===== src/hdl/utf8s_pkg.sv =====
// Shared types and constants for the UTF-8 sanitizer.
package utf8s_pkg;

  // Replacement character U+FFFD in UTF-8
  localparam logic [7:0] REPL_B0 = 8'hEF;
  localparam logic [7:0] REPL_B1 = 8'hBF;
  localparam logic [7:0] REPL_B2 = 8'hBD;

  // Lead byte limits and second-byte range limits
  localparam logic [7:0] ASCII_END    = 8'h80;
  localparam logic [7:0] LEAD2_LO     = 8'hC2;
  localparam logic [7:0] LEAD2_HI     = 8'hDF;
  localparam logic [7:0] LEAD3_LO     = 8'hE0;
  localparam logic [7:0] LEAD3_HI     = 8'hEF;
  localparam logic [7:0] LEAD4_LO     = 8'hF0;
  localparam logic [7:0] LEAD4_HI     = 8'hF4;
  localparam logic [7:0] LEAD_E0      = 8'hE0;
  localparam logic [7:0] LEAD_ED      = 8'hED;
  localparam logic [7:0] LEAD_F0      = 8'hF0;
  localparam logic [7:0] LEAD_F4      = 8'hF4;
  localparam logic [7:0] CONT_A0      = 8'hA0;
  localparam logic [7:0] CONT_90      = 8'h90;
  localparam logic [1:0] CONT_TAG     = 2'b10;

  localparam int HELD_DEPTH = 3;
  localparam int PASS_MAX   = 4;

  // Command queue between front and back
  localparam int CMD_DEPTH = 4;
  localparam int CMD_PTR_W = $clog2(CMD_DEPTH);
  localparam int CMD_CNT_W = CMD_PTR_W + 1;

  typedef struct packed {
    logic [7:0] in_byte;
    logic       stream_end;
  } in_item_t;

  typedef struct packed {
    logic [7:0] out_byte;
    logic       is_replacement;
    logic       run_last;
    logic       stream_done;
  } out_item_t;

  // One command: rep_cnt replacements, then pass_cnt raw bytes
  typedef struct packed {
    logic [2:0]            rep_cnt;
    logic [2:0]            pass_cnt;
    logic [PASS_MAX-1:0][7:0] pass_bytes;
    logic                  stream_end;
  } cmd_t;

endpackage


===== src/hdl/utf8s_front.sv =====
// Front end: decodes each input byte against the pending sequence and issues commands.
module utf8s_front
  import utf8s_pkg::*;
(
  input  logic     clk,
  input  logic     rst_n,
  input  logic     accept,
  input  in_item_t in_data,
  output logic     cmd_valid,
  output cmd_t     cmd
);

  logic [HELD_DEPTH-1:0][7:0] held_r, held_nxt;
  logic [1:0]                 hc_r, hc_nxt;
  logic [2:0]                 sl_r, sl_nxt;

  logic [7:0] b;
  logic       cont_ok;
  logic       do_start;
  logic [2:0] rep;
  logic [2:0] pass;

  assign b = in_data.in_byte;

  always_comb begin
    cont_ok = (b[7:6] == CONT_TAG);
    if (hc_r == 2'd1) begin
      if (held_r[0] == LEAD_E0 && b < CONT_A0) cont_ok = 1'b0;
      if (held_r[0] == LEAD_ED && b >= CONT_A0) cont_ok = 1'b0;
      if (held_r[0] == LEAD_F0 && b < CONT_90) cont_ok = 1'b0;
      if (held_r[0] == LEAD_F4 && b >= CONT_90) cont_ok = 1'b0;
    end
  end

  always_comb begin
    held_nxt = held_r;
    hc_nxt   = hc_r;
    sl_nxt   = sl_r;
    rep      = 3'd0;
    pass     = 3'd0;
    do_start = 1'b0;
    for (int k = 0; k < PASS_MAX; k++) begin
      cmd.pass_bytes[k] = (k < HELD_DEPTH && k < int'(hc_r)) ? held_r[k] : b;
    end

    if (hc_r == 2'd0) begin
      do_start = 1'b1;
    end else if (cont_ok) begin
      if ({1'b0, hc_r} + 3'd1 >= sl_r) begin
        pass   = {1'b0, hc_r} + 3'd1;
        hc_nxt = 2'd0;
        sl_nxt = 3'd0;
      end else begin
        for (int k = 0; k < HELD_DEPTH; k++) begin
          if (k == int'(hc_r)) held_nxt[k] = b;
        end
        hc_nxt = hc_r + 2'd1;
      end
    end else begin
      // drop the held bytes as replacements and rescan this byte
      rep      = {1'b0, hc_r};
      hc_nxt   = 2'd0;
      sl_nxt   = 3'd0;
      do_start = 1'b1;
    end

    if (do_start) begin
      if (b < ASCII_END) begin
        pass = 3'd1;
        for (int k = 0; k < PASS_MAX; k++) cmd.pass_bytes[k] = b;
      end else if (b inside {[LEAD2_LO:LEAD2_HI]}) begin
        held_nxt[0] = b;
        hc_nxt      = 2'd1;
        sl_nxt      = 3'd2;
      end else if (b inside {[LEAD3_LO:LEAD3_HI]}) begin
        held_nxt[0] = b;
        hc_nxt      = 2'd1;
        sl_nxt      = 3'd3;
      end else if (b inside {[LEAD4_LO:LEAD4_HI]}) begin
        held_nxt[0] = b;
        hc_nxt      = 2'd1;
        sl_nxt      = 3'd4;
      end else begin
        rep = rep + 3'd1;
      end
    end

    if (in_data.stream_end) begin
      // flush whatever is still pending
      rep    = rep + {1'b0, hc_nxt};
      hc_nxt = 2'd0;
      sl_nxt = 3'd0;
    end

    cmd.rep_cnt    = rep;
    cmd.pass_cnt   = pass;
    cmd.stream_end = in_data.stream_end;
    cmd_valid      = accept && (rep != 3'd0 || pass != 3'd0);
  end

  always_ff @(posedge clk) begin
    if (!rst_n) begin
      hc_r <= 2'd0;
      sl_r <= 3'd0;
    end else if (accept) begin
      hc_r <= hc_nxt;
      sl_r <= sl_nxt;
    end
  end

  always_ff @(posedge clk) begin
    if (accept) held_r <= held_nxt;
  end

endmodule


===== src/hdl/utf8s_cmd_fifo.sv =====
// Short command queue between the front end and the output sequencer.
module utf8s_cmd_fifo
  import utf8s_pkg::*;
(
  input  logic clk,
  input  logic rst_n,
  input  logic wr_en,
  input  cmd_t wr_data,
  input  logic rd_en,
  output cmd_t rd_data,
  output logic fifo_empty,
  output logic fifo_full
);

  cmd_t                 mem_r [CMD_DEPTH];
  logic [CMD_PTR_W-1:0] wr_ptr_r, rd_ptr_r;
  logic [CMD_CNT_W-1:0] count_r, count_nxt;

  assign rd_data    = mem_r[rd_ptr_r];
  assign fifo_empty = (count_r == '0);
  assign fifo_full  = (count_r == CMD_CNT_W'(CMD_DEPTH));

  always_comb begin
    count_nxt = count_r;
    if (wr_en && !rd_en) count_nxt = count_r + 1'b1;
    if (rd_en && !wr_en) count_nxt = count_r - 1'b1;
  end

  always_ff @(posedge clk) begin
    if (!rst_n) begin
      wr_ptr_r <= '0;
      rd_ptr_r <= '0;
      count_r  <= '0;
    end else begin
      if (wr_en) wr_ptr_r <= wr_ptr_r + 1'b1;
      if (rd_en) rd_ptr_r <= rd_ptr_r + 1'b1;
      count_r <= count_nxt;
    end
  end

  always_ff @(posedge clk) begin
    if (wr_en) mem_r[wr_ptr_r] <= wr_data;
  end

endmodule


===== src/hdl/utf8s_back.sv =====
// Back end: expands each command into output bytes, one per cycle while not stalled, into the output register.
module utf8s_back
  import utf8s_pkg::*;
(
  input  logic      clk,
  input  logic      rst_n,
  input  cmd_t      head,
  input  logic      head_empty,
  output logic      head_pop,
  input  logic      pop,
  output logic      empty,
  output out_item_t out_data
);

  logic       out_valid_r;
  out_item_t  out_r, out_nxt;
  logic [3:0] idx_r, idx_nxt;
  logic [1:0] phase_r, phase_nxt;

  logic [3:0] rep3;
  logic [3:0] total;
  logic [3:0] pidx;
  logic       in_rep;
  logic       last;
  logic       load;

  assign rep3   = {head.rep_cnt, 1'b0} + {1'b0, head.rep_cnt};
  assign total  = rep3 + {1'b0, head.pass_cnt};
  assign pidx   = idx_r - rep3;
  assign in_rep = (idx_r < rep3);
  assign last   = (idx_r == total - 4'd1);
  assign load   = !head_empty && (!out_valid_r || pop);
  assign head_pop = load && last;

  always_comb begin
    out_nxt.is_replacement = in_rep;
    out_nxt.run_last       = last;
    out_nxt.stream_done    = last && head.stream_end;
    if (in_rep) begin
      case (phase_r)
        2'd0:    out_nxt.out_byte = REPL_B0;
        2'd1:    out_nxt.out_byte = REPL_B1;
        default: out_nxt.out_byte = REPL_B2;
      endcase
    end else begin
      out_nxt.out_byte = head.pass_bytes[pidx[1:0]];
    end

    idx_nxt   = idx_r;
    phase_nxt = phase_r;
    if (load) begin
      if (last) begin
        idx_nxt   = 4'd0;
        phase_nxt = 2'd0;
      end else begin
        idx_nxt = idx_r + 4'd1;
        if (in_rep) phase_nxt = (phase_r == 2'd2) ? 2'd0 : phase_r + 2'd1;
      end
    end
  end

  always_ff @(posedge clk) begin
    if (!rst_n) begin
      out_valid_r <= 1'b0;
      idx_r       <= 4'd0;
      phase_r     <= 2'd0;
    end else begin
      idx_r   <= idx_nxt;
      phase_r <= phase_nxt;
      if (load)     out_valid_r <= 1'b1;
      else if (pop) out_valid_r <= 1'b0;
    end
  end

  always_ff @(posedge clk) begin
    if (load) out_r <= out_nxt;
  end

  assign empty    = !out_valid_r;
  assign out_data = out_r;

endmodule


===== src/hdl/utf8_sanitizer_unit.sv =====
// UTF-8 sanitizer top level: front decoder, command queue, output sequencer.
// Path: the first result byte of an accepted request reaches the out ports through the queue
//   write and then the output register load, which waits while the output is stalled.
// Throughput: one request per cycle while the queue has room and each yields one byte at most;
//   output is one byte per cycle while popped; a request yields up to 12 bytes, one at a time.
// Reset: synchronous, active low; clears the pending count, the queue and the output valid flag.
//   Held sequence bytes are not cleared and are only read below the pending count.
module utf8_sanitizer_unit
  import utf8s_pkg::*;
(
  input  logic      clk,
  input  logic      rst_n,
  input  logic      push,
  output logic      full,
  input  in_item_t  in_data,
  output logic      empty,
  input  logic      pop,
  output out_item_t out_data
);

  logic accept;
  logic cmd_valid;
  cmd_t cmd;
  cmd_t head;
  logic head_empty;
  logic head_pop;

  assign accept = push && !full;

  utf8s_front u_front (
    .clk       (clk),
    .rst_n     (rst_n),
    .accept    (accept),
    .in_data   (in_data),
    .cmd_valid (cmd_valid),
    .cmd       (cmd)
  );

  utf8s_cmd_fifo u_fifo (
    .clk        (clk),
    .rst_n      (rst_n),
    .wr_en      (cmd_valid),
    .wr_data    (cmd),
    .rd_en      (head_pop),
    .rd_data    (head),
    .fifo_empty (head_empty),
    .fifo_full  (full)
  );

  utf8s_back u_back (
    .clk        (clk),
    .rst_n      (rst_n),
    .head       (head),
    .head_empty (head_empty),
    .head_pop   (head_pop),
    .pop        (pop),
    .empty      (empty),
    .out_data   (out_data)
  );

endmodule


===== config.mk =====
export PLATFORM = sky130hd
export DESIGN_NAME = utf8_sanitizer_unit
export DESIGN_NICKNAME = d
export VERILOG_FILES = /design/src/hdl/utf8s_pkg.sv /design/src/hdl/utf8s_front.sv /design/src/hdl/utf8s_cmd_fifo.sv /design/src/hdl/utf8s_back.sv /design/src/hdl/utf8_sanitizer_unit.sv
export SDC_FILE = /design/constraint.sdc
export NUM_CORES = 1
export LEC_CHECK = 0
export ABC_AREA = 1
export BUFFER_PORTS_ARGS = -buffer_cell sky130_fd_sc_hd__buf_2
export CAP_MARGIN = 20
export CORE_MARGIN = 2
export CORE_UTILIZATION = 44
export CTS_BUF_LIST = sky130_fd_sc_hd__clkbuf_8
export DETAILED_ROUTE_END_ITERATION = 10
export PLACE_DENSITY_LB_ADDON = 0.15
export SLEW_MARGIN = 20
export SYNTH_ARGS = -nofsm -noshare
export SYNTH_HDL_FRONTEND = slang
export SYNTH_SLANG_ARGS = --single-unit

===== constraint.sdc =====
create_clock -name clk -period 9.41 [get_ports clk]
set_clock_uncertainty 0.05 [all_clocks]
set_input_delay 0.4705 -clock clk [delete_from_list [all_inputs] [get_ports clk]]
set_output_delay 0.4705 -clock clk [all_outputs]
set_load 0.02 [all_outputs]

### Word level (Yosys, flattened, before mapping)

Memory sizes are Yosys's and may differ from the RTL's. A register that Yosys moved wholly into a read port is not among the register bits.
Index checks and enable logic that the tools add are counted.

* div/mod/pow operators: 0
* reductions and logical operators: 33
* equal/unequal tests: 12
* add/sub/neg operators: 14
* multiplexer cells: 68
* multipliers: 0
* bitwise gates (word level): 2
* shifts and indexed selects: 0
* order comparisons: 17

Operators with widths (count)
* 2-to-1 mux 8 bit: 14
* 2-to-1 mux 3 bit: 23
* 2-to-1 mux 24 bit: 2
* >= comparator 8 bit, second input constant: 5
* == test 8 bit, second input constant: 4
* 2-to-1 mux 2 bit: 15
* less-or-equal comparator 8 bit, second input constant: 3
* < comparator 8 bit, second input constant: 3
* binary-select mux 8 bit (select 2 bit): 1
* logical AND 1 bit: 14
* case mux 7 bit (2 select lines): 1
* 2-to-1 mux 1 bit: 11
* AND reduction 5 bit: 2
* adder 2 x 1 -> 2 bit, second input constant: 4
* adder 4 x 3 -> 4 bit: 2
* adder 3 x 1 -> 3 bit, second input constant: 2
* zero test 2 bit: 3
* nonzero test 2 bit: 3
* nonzero test 3 bit: 2
* zero test 1 bit: 5
* adder 4 x 1 -> 4 bit, second input constant: 1
* == test 2 x 1 -> 1 bit, second input constant: 2
* == test 2 bit, first input constant: 2
* == test 2 bit, second input constant: 2
* other kinds (17): 20

* memory bits (writable): 156
* register bits: 54
* latch bits: 0
* input bits: 13
* word-level logic and storage cells: 162
* bits in read-only memories: 0
* output and inout bits: 13
* memories: 1

Memories
* u_fifo.mem_r: words 4, width 39, rd ports 1, clocked after Yosys merged registers in 1, wr ports 1, line utf8s_cmd_fifo.sv:15 `cmd_t mem_r [CMD_DEPTH];`

### Logic depth before layout (Yosys ltp)

Gate-level depths: netlist of the first run.

* depth after elaboration: 23
* depth in mapped cells: 30
* mapped depth without buffers: 30

### Cells and area by module

From an unflattened synthesis of the first run, not the netlist that was laid out.

* cell total of the unflattened synthesis: 878
* area total of the unflattened synthesis: 9608.0 µm²

Modules (own cells, without submodules)
* utf8s_cmd_fifo: instances 1, area each 6227.2 µm², cells each 435, sequential area each 4864.7 µm²
* utf8s_front: instances 1, area each 2057.0 µm², cells each 278, sequential area each 820.8 µm²
* utf8s_back: instances 1, area each 1313.8 µm², cells each 163, sequential area each 470.5 µm²
* utf8_sanitizer_unit: instances 1, area each 10.0 µm², cells each 2, sequential area each 0.0 µm²

### Worst setup path after synthesis of the first run

OpenSTA, ideal clock, no wires.

* path kind: register to register
* start point: register (tool-made name)
* end point: register u_fifo.count_r[2]
* slack: 4.815 ns
* stages on the path, launching flop included: 24
* required time: 9.238 ns
* data arrival time: 4.422 ns
* path buffers: 3
* setup time: 0.122 ns
* cells stage by stage: dfxtp_1 > buf_4 > inv_2 > clkbuf_1 > clkbuf_1 > a32oi_1 > ha_1 > fa_1 > inv_1 > ha_1 > inv_1 > fa_1 > xnor2_1 > xor2_1 > xor2_1 > nand2_2 > nor2_4 > ha_1 > inv_1 > fa_1 > a21oi_1 > o21ai_0 > o21ai_0 > a21oi_1

RTL lines
* end signal: assignment: line utf8s_cmd_fifo.sv:37 `count_r <= count_nxt;`
* end: declaration: line utf8s_cmd_fifo.sv:17 `logic [CMD_CNT_W-1:0] count_r, count_nxt;`

==> impl_metrics.ini, run 1 <==
[timing]
drv_slew = 0
setup_total_negative_slack_ns = 0
timing.fmax_ghz = 0.183
tightest_slew_ns = 0.911
grt_setup_unrepaired = false
final_critical_path_setup_slack_ns = 3.94
hold_ws_ns = 0.211
report.final.setup_viol = 0
post-route-min-period_ns = 5.47
hold_viol = 0
slew-limit-headroom_pct = 39.3
fin_crit_sh_pct = 58.2

[logic_synthesis]
syn-num-nets = 835
syn-cell-area_mm2 = 0.00933
synth_seq_cells = 212
post_synth.cell_area_avg_um2 = 11.7
yosysMostFrequentCell = edfxtp_1
synth_edf_count = 191
synth.area.top_cells = edfxtp_1 (61%), o21ai_0 (4.6%), dfxtp_1 (4.5%)
synth-seq-area-share_pct = 66.0
ys.flop_type = edfxtp_1
synth_top_cell_area_share_pct = 61.5
synth_top_cell_by_area = edfxtp_1
syn_inst = 794
postSynth.asyncResetShare_pct = 0
synth_commonest_cells = edfxtp_1 (191), nor2_1 (103), o21ai_0 (86)
yosys_warnings = 0
synth.distinct_cells = 45

[placement]
gpl.final_weighted_congestion = 0.822
placed_cells_incl_taps = 1069
post-place-ws_ns = 3.93
place.detailed.hpwl_um = 12700
io_buffers = 25

[global_route]
grt_pass1_vias = 6170
grt.overflow.total = 0
grt_pass1_wl_um = 32600
largest_net_degree_at_the_start_of_global_routing = 80
initial_antenna_violation_count = 0
globalRouteTotalUtil_pct = 19.2

[pwr]
static_leak_uw = 0.00382
total_switching_power_uw = 977
clkPwrFrac_pct = 27.6
power.ir.vdd_worst_mv = 0.110
power.share.combinational_pct = 30.7
power_density_mw_per_mm2 = 269
power.sequential.fraction_pct = 41.7
power_switching_share_pct = 34.8
total_power_of_the_final_layout_uw = 2810
power_report.internal_total_uw = 1830

[run]
cap_violations = 0

[floorplanning]
fp-row-count = 53
num_io_pins = 26
floorplan.initialDensity_pct = 44.7
floorplan.die.width_um = 150
die-height_um = 150
placeableCoreArea_mm2 = 0.0209
die-area_mm2 = 0.0224

[cts]
clock_sinks = 212
cts-resized-gates = 0
postCtsSetupRepairBufs = 0
cts_hold_buf = 0
cts.root.buffer_cell = clkbuf_8
cts-root-to-sink-buffers = 3
clk_pin_slew_ns = 0.06
clk-insertion-delay-late_ns = 0.53
tritoncts = done
cts_made_buffers = 36
htree_levels = 2

[worst_setup_path]
crit_family = adder cells
cp_cell_sequence = buf_4, inv_6, o21ai_0, o22ai_1, ha_1, fa_1, inv_1, ha_1, inv_1, fa_1, xnor2_1, xor2_1, xor2_1, nand2_2, nor2_4, ha_1, inv_1, fa_1, a21oi_1, o21ai_0, o21ai_0, a21oi_1
worst_ep_required_time_ns = 9.76
largest_stage_delay_on_the_critical_path_ns = 0.61
critical_path_peak_fanout = 79
cp-end-kind = flop
critical_path_buf_inv_count = 5
critPathArrivalTime_ns = 5.83
start_kind = flop
worst_path_max_delay_cell = buf_4
critical_path_class = flop to flop

[layout]
instances_no_fill = 1132
syn2layout_area_growth_pct = 11.7
drive_gt1_share_pct = 14.9
antenna_cells = 0
finish.net_count = 873

[route]
dr.pass1.iters = 5
detailroute.via_count = 6144
wl_um = 20800
drtAntennaViolNets = 0
drt_iter0_drc = 444
route.detailed.wl_per_inst_um = 18.4
drc = 0
route.detailed.vias_per_inst = 5.43

[run_status]
run_status = finished, final reports clean

[min_path]
hold_path_class = input pin to flop
==> state kept, by name, summed over array words and instances, names as in the netlist, named ones only <==
name / flops
u_back.idx_r: 4
u_back.out_data: 11
u_back.out_valid_r: 1
u_back.phase_r: 2
u_fifo.count_r: 3
u_fifo.mem_r: 156
u_fifo.rd_ptr_r: 2
u_fifo.wr_ptr_r: 2
u_front.hc_r: 2
u_front.held_r: 24
u_front.sl_r: 3
==> layout make-up <==
type                       instances  area [um2]
clock buffer                      36         495
clock inverter                    27         181
fill                            1861       10500
inverter                          75         287
multi-input combinational        474        2770
sequential                       212        6160
tap                              275         344
timing repair buffer              33         185
==> metal layers <==
metal | share of wire [%] | vias up | GRT usage (%) | wire length (um)
met5 | 0 | - | 0 | 0
met4 | 2.0 | 0 | 5.86 | 422
met3 | 5.6 | 36 | 4.09 | 1160
met2 | 47 | 172 | 31.1 | 9760
met1 | 45 | 3010 | 26.1 | 9460
li1 | - | 2926 | - | -
==> final timing paths <==
check        slack [ns]                         start  depth (start not counted)                             end
max                3.94                          flop                         22  u_fifo.count_r[2]$_SDFFE_PN0P_
min reg2reg        0.42  u_front.sl_r[1]$_SDFFE_PN0P_                          2    u_front.sl_r[1]$_SDFFE_PN0P_
max reg2reg        3.94                          flop                         22  u_fifo.count_r[2]$_SDFFE_PN0P_
min                0.21                    in_data[0]                          1    u_fifo.mem_r[1][0]$_DFFE_PP_
==> metrics by stage <==
| stage | util, % | instance area [um2] |
|---|---|---|
| 3_3_place_gp | 46.6 | 9740 |
| 6_report | 49.9 | 10400 |
| 5_1_grt | 49.9 | 10400 |
| 3_5_place_dp | 46.6 | 9740 |
| 4_1_cts | 49.9 | 10400 |
| 2_1_floorplan | - | 9330 |
==> worst reg2reg max path, cell delays in order, from the launching register on <==
cell and delay [ns]:
dfxtp_2 0.31, buf_4 0.61, inv_6 0.42, o21ai_0 0.30, o22ai_1 0.13, ha_1 0.23, fa_1 0.48, inv_1 0.05
ha_1 0.27, inv_1 0.05, fa_1 0.43, xnor2_1 0.19, xor2_1 0.22, xor2_1 0.20, nand2_2 0.16, nor2_4 0.18
ha_1 0.17, inv_1 0.07, fa_1 0.37, a21oi_1 0.14, o21ai_0 0.12, o21ai_0 0.17, a21oi_1 0.06
==> cells in the final DEF, fill, tap and decap left out, drive strengths merged, types with 8 or more instances in the layout <==
cell,Yosys,layout
nor2,112,112
o221ai,26,26
inv,72,84
edfxtp,191,191
dfxtp,21,21
buf,5,33
a21oi,38,38
o22ai,8,8
nand4,9,9
o21ai,90,90
clkinv,3,14
ha,23,23
nand3,37,37
clkbuf,28,36
mux2,11,11
nand2,83,83
==> kinds of logic (layout without fill, tap and decap cells) <==
kind of cell               count (synthesis)  in the layout  share of synthesized area, %
AOI/OAI and AO/OA                        176            176                          11.1
adders and majority gates                 28             28                          4.16
DFF                                      212            212                          66.0
and+or+nand+nor                          251            251                          12.0
buffers and inverters                    108            171                          4.61
muxes                                     11             11                          1.33
xor gates and xnor gates                   8              8                         0.832
==> power groups by stage <==
stage          Clock, uW  Combinational (uW)  Sequential, uW
6_report             775                 861            1170
5_1_grt              837                 964            1180
4_1_cts              799                 876            1170
3_5_place_dp           0                 869            1190
3_3_place_gp           0                 851            1190
2_1_floorplan          0                 585            1210
No activity file was read; power rests on OpenSTA's default activity.
==> run 2, diff against run 1 <==
==> constraint.sdc (replaced) <==
create_clock -name clk -period 4.7 [get_ports clk]
set_clock_uncertainty 0.05 [all_clocks]
set_input_delay 0.235 -clock clk [delete_from_list [all_inputs] [get_ports clk]]
set_output_delay 0.235 -clock clk [all_outputs]
set_load 0.02 [all_outputs]
==> run 2 against run 1 <==
Routed wire length grew 4.8%; combinational power grew 110%; critical path depth shrank 1; hold slack lost 0.18 ns; largest cell class unchanged.
==> impl_metrics.ini, run 2 (same netlist as run 1, synthesis figures left out) <==
[run_status]
run_status = finished, final reports clean

[worst_setup_path]
critical_path_class = flop to flop
critPathArrivalTime_ns = 4.85
start_kind = flop
cp-end-kind = flop
critical_path_peak_fanout = 8
worst_ep_required_time_ns = 5.04

[cts]
tritoncts = done
clock_sinks = 212
cts_made_buffers = 37
clk-insertion-delay-late_ns = 0.52
clk_pin_slew_ns = 0.06
cts.root.buffer_cell = clkbuf_8
cts-root-to-sink-buffers = 3
htree_levels = 2

[route]
route.detailed.vias_per_inst = 5.44
detailroute.via_count = 6256
dr.pass1.iters = 5
drc = 0
drtAntennaViolNets = 0
wl_um = 21800
drt_iter0_drc = 489
route.detailed.wl_per_inst_um = 19.0

[timing]
timing.fmax_ghz = 0.222
tightest_slew_ns = 1.10
fin_crit_sh_pct = 96.0
drv_slew = 0
hold_ws_ns = 0.0325
report.final.setup_viol = 0
final_critical_path_setup_slack_ns = 0.190
post-route-min-period_ns = 4.51
hold_viol = 0
slew-limit-headroom_pct = 26.5

[floorplanning]
fp-row-count = 53
placeableCoreArea_mm2 = 0.0209
num_io_pins = 26
floorplan.die.width_um = 150
die-area_mm2 = 0.0224
die-height_um = 150
floorplan.initialDensity_pct = 44.7

[layout]
syn2layout_area_growth_pct = 13.7
largest_register_ff_count = 156
drive_gt1_share_pct = 16.2
regMostFlops = u_fifo.mem_r
multi_input_gate_area_in_the_final_layout_mm2 = 0.00281
final-seq-area_mm2 = 0.00616
utilization_pct = 50.8
finish.net_count = 888
instances_no_fill = 1150
antenna_cells = 0
layout.cells.most_common_list = edfxtp_1 (191), nor2_1 (103), o21ai_0 (86)
fill_cells = 1856
final_common_cell = edfxtp_1

[global_route]
globalRouteTotalUtil_pct = 20.0
largest_net_degree_at_the_start_of_global_routing = 73
grt_pass1_wl_um = 34000
initial_antenna_violation_count = 0
grt_pass1_vias = 6282
grt.overflow.total = 0

[placement]
io_buffers = 25
placed_cells_incl_taps = 1074
place.detailed.hpwl_um = 13000
gpl.final_weighted_congestion = 0.874
post-place-ws_ns = 0.0967

[pwr]
total_power_of_the_final_layout_uw = 5670
static_leak_uw = 0.00392
power_density_mw_per_mm2 = 534
power.ir.vdd_worst_mv = 0.213

[run]
cap_violations = 0

[min_path]
hold_path_class = input pin to flop
run 2: cell count changes in the layout (fill, tap and decap cells not counted), moves of 2 or more:
| cell | before | now |
|---|---|---|
| buf_12 | 0 | 4 |
| o22ai_1 | 8 | 6 |
| inv_6 | 4 | 1 |
| dfxtp_1 | 20 | 18 |
| bufinv_16 | 2 | 0 |
| o22ai_2 | 0 | 2 |
| dlygate4sd3_1 | 0 | 4 |
| buf_4 | 8 | 13 |
| inv_1 | 76 | 80 |
| clkinv_1 | 10 | 13 |
| clkbuf_8 | 36 | 39 |
run 2: worst max-delay path, stage by stage (launching register included):
cell	delay, ns
dfxtp_4	0.40
inv_6	0.05
o21ai_0	0.23
o22ai_2	0.13
ha_1	0.23
fa_1	0.47
inv_1	0.05
ha_1	0.27
inv_1	0.05
fa_1	0.43
xnor2_1	0.19
xor2_1	0.20
xor2_1	0.21
nand2_2	0.10
nor2_4	0.17
ha_1	0.16
inv_1	0.07
fa_1	0.38
a21oi_1	0.17
o21ai_0	0.14
o21ai_0	0.17
a21oi_1	0.06
run 2: path summary, 6_finish.rpt:
path,slack (ns),end,cells after the start,start
hold / removal,0.03,u_back.out_valid_r$_SDFFE_PN0P_,4,pop
setup / recovery,0.19,u_fifo.count_r[2]$_SDFFE_PN0P_,21,flop
hold reg to reg,0.42,u_front.sl_r[1]$_SDFFE_PN0P_,2,u_front.sl_r[1]$_SDFFE_PN0P_
setup reg to reg,0.19,u_fifo.count_r[2]$_SDFFE_PN0P_,21,flop
run 2: what timing repair did:
item / CTS / global route
endpoints found under the setup margin: 0 / 2
hold buffers: 4 / 0
hold endpoints to repair: 22 / 0
gates resized for setup: 0 / 10
setup buffers: 0 / 5
run 2: per-layer routing:
metal | GRT usage [%] | wire length (um) | vias up
met2 | 32.0 | 10100 | 192
met1 | 27.4 | 9750 | 3068
met5 | 0 | 0 | -
li1 | - | - | 2956
met4 | 6.81 | 551 | 0
met3 | 4.24 | 1370 | 40
run 2: report_power, final:
| group | total [uW] | switching, uW | leakage, uW | internal [uW] |
|---|---|---|---|---|
| combinational | 1830 | 1230 | 0.00162 | 606 |
| clock | 1480 | 717 | 0.000381 | 767 |
| sequential | 2350 | 66.4 | 0.00192 | 2290 |
| total | 5670 | 2010 | 0.00392 | 3660 |
run 2: cell type report:
| cell class | count | share of cell area (%) |
|---|---|---|
| clock buffer | 39 | 5.06 |
| clock inverter | 28 | 1.07 |
| inverter | 75 | 2.70 |
| multi-input combinational | 474 | 26.5 |
| sequential | 212 | 58.1 |
| tap | 275 | 3.24 |
| timing repair buffer | 47 | 3.34 |
run 2: per-stage QoR:
| step | setup TNS (ns) | area [um2] |
|---|---|---|
| floorplan | 0 | 9330 |
| global placement | 0 | 9830 |
| detailed placement | 0 | 9830 |
| CTS | 0 | 10500 |
| global route | -0.0112 | 10600 |
| finish | 0 | 10600 |
==> run 3, diff against run 2 <==
--- a/config.mk
+++ b/config.mk
@@ -5,7 +5,6 @@
 export SDC_FILE = /design/constraint.sdc
 export NUM_CORES = 1
 export LEC_CHECK = 0
-export ABC_AREA = 1
 export BUFFER_PORTS_ARGS = -buffer_cell sky130_fd_sc_hd__buf_2
 export CAP_MARGIN = 20
 export CORE_MARGIN = 2
==> run 3 against run 2 <==
Maximum frequency decreased by 0.68%; synthesized cell count decreased by 31%; setup slack got worse by 0.031 ns; largest cell class unchanged; critical path depth decreased by 3; critical endpoint unchanged.
==> impl_metrics.ini, run 3 <==
[logic_synthesis]
synth_top_cell_by_area = edfxtp_1
synth_compound_gate_area_share_pct = 3.92
synthMuxAreaShare_pct = 15.1
syn-cell-area_mm2 = 0.00922
synth_adder_area_share_pct = 4.21
synth-simple-area-share_pct = 6.07
syn_inst = 550
postSynth.asyncResetShare_pct = 0
synth-seq-area-share_pct = 66.8
yosys_warnings = 0
synth.area.top_cells = edfxtp_1 (62%), mux4_2 (11%), dfxtp_1 (4.6%)
synth_commonest_cells = edfxtp_1 (191), mux4_2 (47), inv_1 (35)
synth_xor_area_share_pct = 1.41
syn-num-nets = 591
synth_seq_cells = 212
synth_top_cell_area_share_pct = 62.2
main_combinational_cell_family_by_area_after_synthesis = multiplexers
ys.flop_type = edfxtp_1
yosysMostFrequentCell = edfxtp_1
post_synth.cell_area_avg_um2 = 16.8
synth.distinct_cells = 56
synth_edf_count = 191

[timing]
post-route-min-period_ns = 4.54
drv_slew = 0
slew-limit-headroom_pct = 52.6
fin_crit_sh_pct = 96.6
hold_ws_ns = 0.0297
report.final.setup_viol = 0
tightest_slew_ns = 0.711
hold_viol = 0
timing.fmax_ghz = 0.220

[pwr]
power.share.combinational_pct = 27.5
total_switching_power_uw = 1550
power_density_mw_per_mm2 = 499
power.sequential.fraction_pct = 44.5
power.ir.vdd_worst_mv = 0.179
power_switching_share_pct = 29.4
clkPwrFrac_pct = 28.0
power_report.internal_total_uw = 3730
static_leak_uw = 0.00366

[route]
drt_iter0_drc = 315
drt-met1-wl_um = 8470
route.detailed.wl_per_inst_um = 20.5
met2_length_um = 9000
route.top_layer_used = met4
drtAntennaViolNets = 0
detailroute.via_count = 4932
drc = 0
wl_um = 18800
route.detailed.vias_per_inst = 5.36
dr.pass1.iters = 4
wl_met3_um = 1090

[run]
cap_violations = 0

[floorplanning]
placeableCoreArea_mm2 = 0.0204
die-area_mm2 = 0.0221
die-height_um = 149
num_io_pins = 26
fp-row-count = 52
floorplan.die.width_um = 149
floorplan.initialDensity_pct = 45.3

[placement]
place.detailed.hpwl_um = 11500
placed_cells_incl_taps = 848
io_buffers = 25
gpl.final_weighted_congestion = 0.811

[worst_setup_path]
start_kind = flop
critical_path_buf_inv_count = 3
r2r_cells = 18
r2r-end = u_fifo.count_r[2]$_SDFFE_PN0P_
critical_path_class = flop to flop
worst_ep_required_time_ns = 5.08
worst_path_max_delay_cell = mux4_2
critical_path_peak_fanout = 5
critPathArrivalTime_ns = 4.92
largest_stage_delay_on_the_critical_path_ns = 0.56
internal_reg_to_reg_setup_slack_ns = 0.16
crit_family = adder cells
cp-end-kind = flop
cp_cell_sequence = mux4_2, ha_4, fa_1, inv_1, ha_1, inv_1, fa_2, xnor2_2, xnor2_1, xnor2_1, or4_4, nor2_4, ha_4, inv_2, fa_2, xor2_1, or3_1, a21oi_1

[cts]
clock_sinks = 212
cts-root-to-sink-buffers = 3
clk-insertion-delay-late_ns = 0.51
cts.root.buffer_cell = clkbuf_8
htree_levels = 2
clk_pin_slew_ns = 0.06
cts_made_buffers = 37
tritoncts = done

[layout]
drive_gt1_share_pct = 29.7
syn2layout_area_growth_pct = 14.8
layout.cells.most_common_list = edfxtp_1 (191), inv_1 (49), mux4_2 (47)
largest_register_ff_count = 156
fill_cells = 1673
final-seq-area_mm2 = 0.00616
finish.net_count = 664
antenna_cells = 0
final_common_cell = edfxtp_1
instances_no_fill = 920
regMostFlops = u_fifo.mem_r
multi_input_gate_area_in_the_final_layout_mm2 = 0.00288

[min_path]
critical_hold_path_startpoint = in_data[1]
hold_path_class = input pin to flop
hold_path_end = u_front.held_r[16]$_DFFE_PP_
whs_path_depth = 1

[run_status]
run_status = finished, final reports clean

[global_route]
initial_antenna_violation_count = 0
largest_net_degree_at_the_start_of_global_routing = 40
globalRouteTotalUtil_pct = 17.8
grt.overflow.total = 0
grt_pass1_wl_um = 29300
grt_pass1_vias = 5100
-- run 3: cell count changes after synthesis, moves of 11 or more --
cell / before / now
o221ai_1: 26 / 0
a21oi_1: 37 / 17
mux4_2: 0 / 47
nand2_1: 72 / 22
clkbuf_1: 28 / 14
nand3_1: 34 / 6
nand2_2: 11 / 0
nor2_1: 103 / 24
mux2_2: 11 / 26
o21ai_0: 86 / 6
inv_1: 67 / 35
-- run 3: worst max path at each step --
stage	depth (start not counted)	end	slack, ns	from
2_1_floorplan	21	u_fifo.count_r[2]$_SDFFE_PN0P_	-0.14	flop
3_3_place_gp	18	u_fifo.count_r[2]$_SDFFE_PN0P_	0.12	flop
3_5_place_dp	18	u_fifo.count_r[2]$_SDFFE_PN0P_	-0.01	flop
4_1_cts	18	u_fifo.count_r[2]$_SDFFE_PN0P_	0.007	flop
5_1_grt	18	u_fifo.count_r[2]$_SDFFE_PN0P_	-0.01	flop
6_report	18	u_fifo.count_r[2]$_SDFFE_PN0P_	0.16	flop
-- run 3: cell families (layout without fill, tap and decap cells) --
family	Yosys count	in the layout
AND/OR/NAND/NOR	105	105
flip-flops	212	212
XOR/XNOR	14	14
AO/OA/AOI/OAI	56	56
adder cells (fa/ha/maj)	28	28
multiplexers	77	77
buffers and inverters	58	158
-- run 3: power by group through the flow --
stage | clock network, uW | registers, uW | logic [uW]
after floorplan | 0 | 2420 | 1010
after global placement | 0 | 2380 | 1400
after detailed placement | 0 | 2390 | 1430
after CTS | 1530 | 2350 | 1430
after global routing | 1620 | 2370 | 1580
final | 1480 | 2350 | 1450
-- run 3: area by class of cell --
type                            count  area share [%]
Clock buffer                       37            4.81
Clock inverter                     29            1.35
Inverter                           37            1.36
Multi-Input combinational cell    280            27.2
Sequential cell                   212            58.2
Tap cell                          270            3.19
Timing Repair Buffer               55            3.81
-- run 3: routing by layer --
metal  vias to the layer above  track usage (%)
li1                       2282                -
met1                      2476             25.1
met2                       152             28.2
met3                        22             3.99
met4                         0             4.86
met5                         -                0
-- run 3: per-stage QoR --
stage	total power, uW	utilization [%]	instance area (um2)	setup TNS, ns	setup slack (ns)
after floorplan	3420	-	9280	-0.148	-0.140
after global placement	3780	48.4	9860	0	0.117
after detailed placement	3820	48.4	9860	-0.0141	-0.0141
after CTS	5320	51.7	10500	0	0.00669
after global routing	5570	51.9	10600	-0.0134	-0.0134
final	5280	51.9	10600	0	0.159
-- run 3: timing repair --
action	in CTS	in global routing
setup buffers	0	5
hold endpoints to repair	1	0
pin swaps	0	6
gates resized for setup	1	4
hold buffers	1	0
endpoints found under the setup margin	1	2
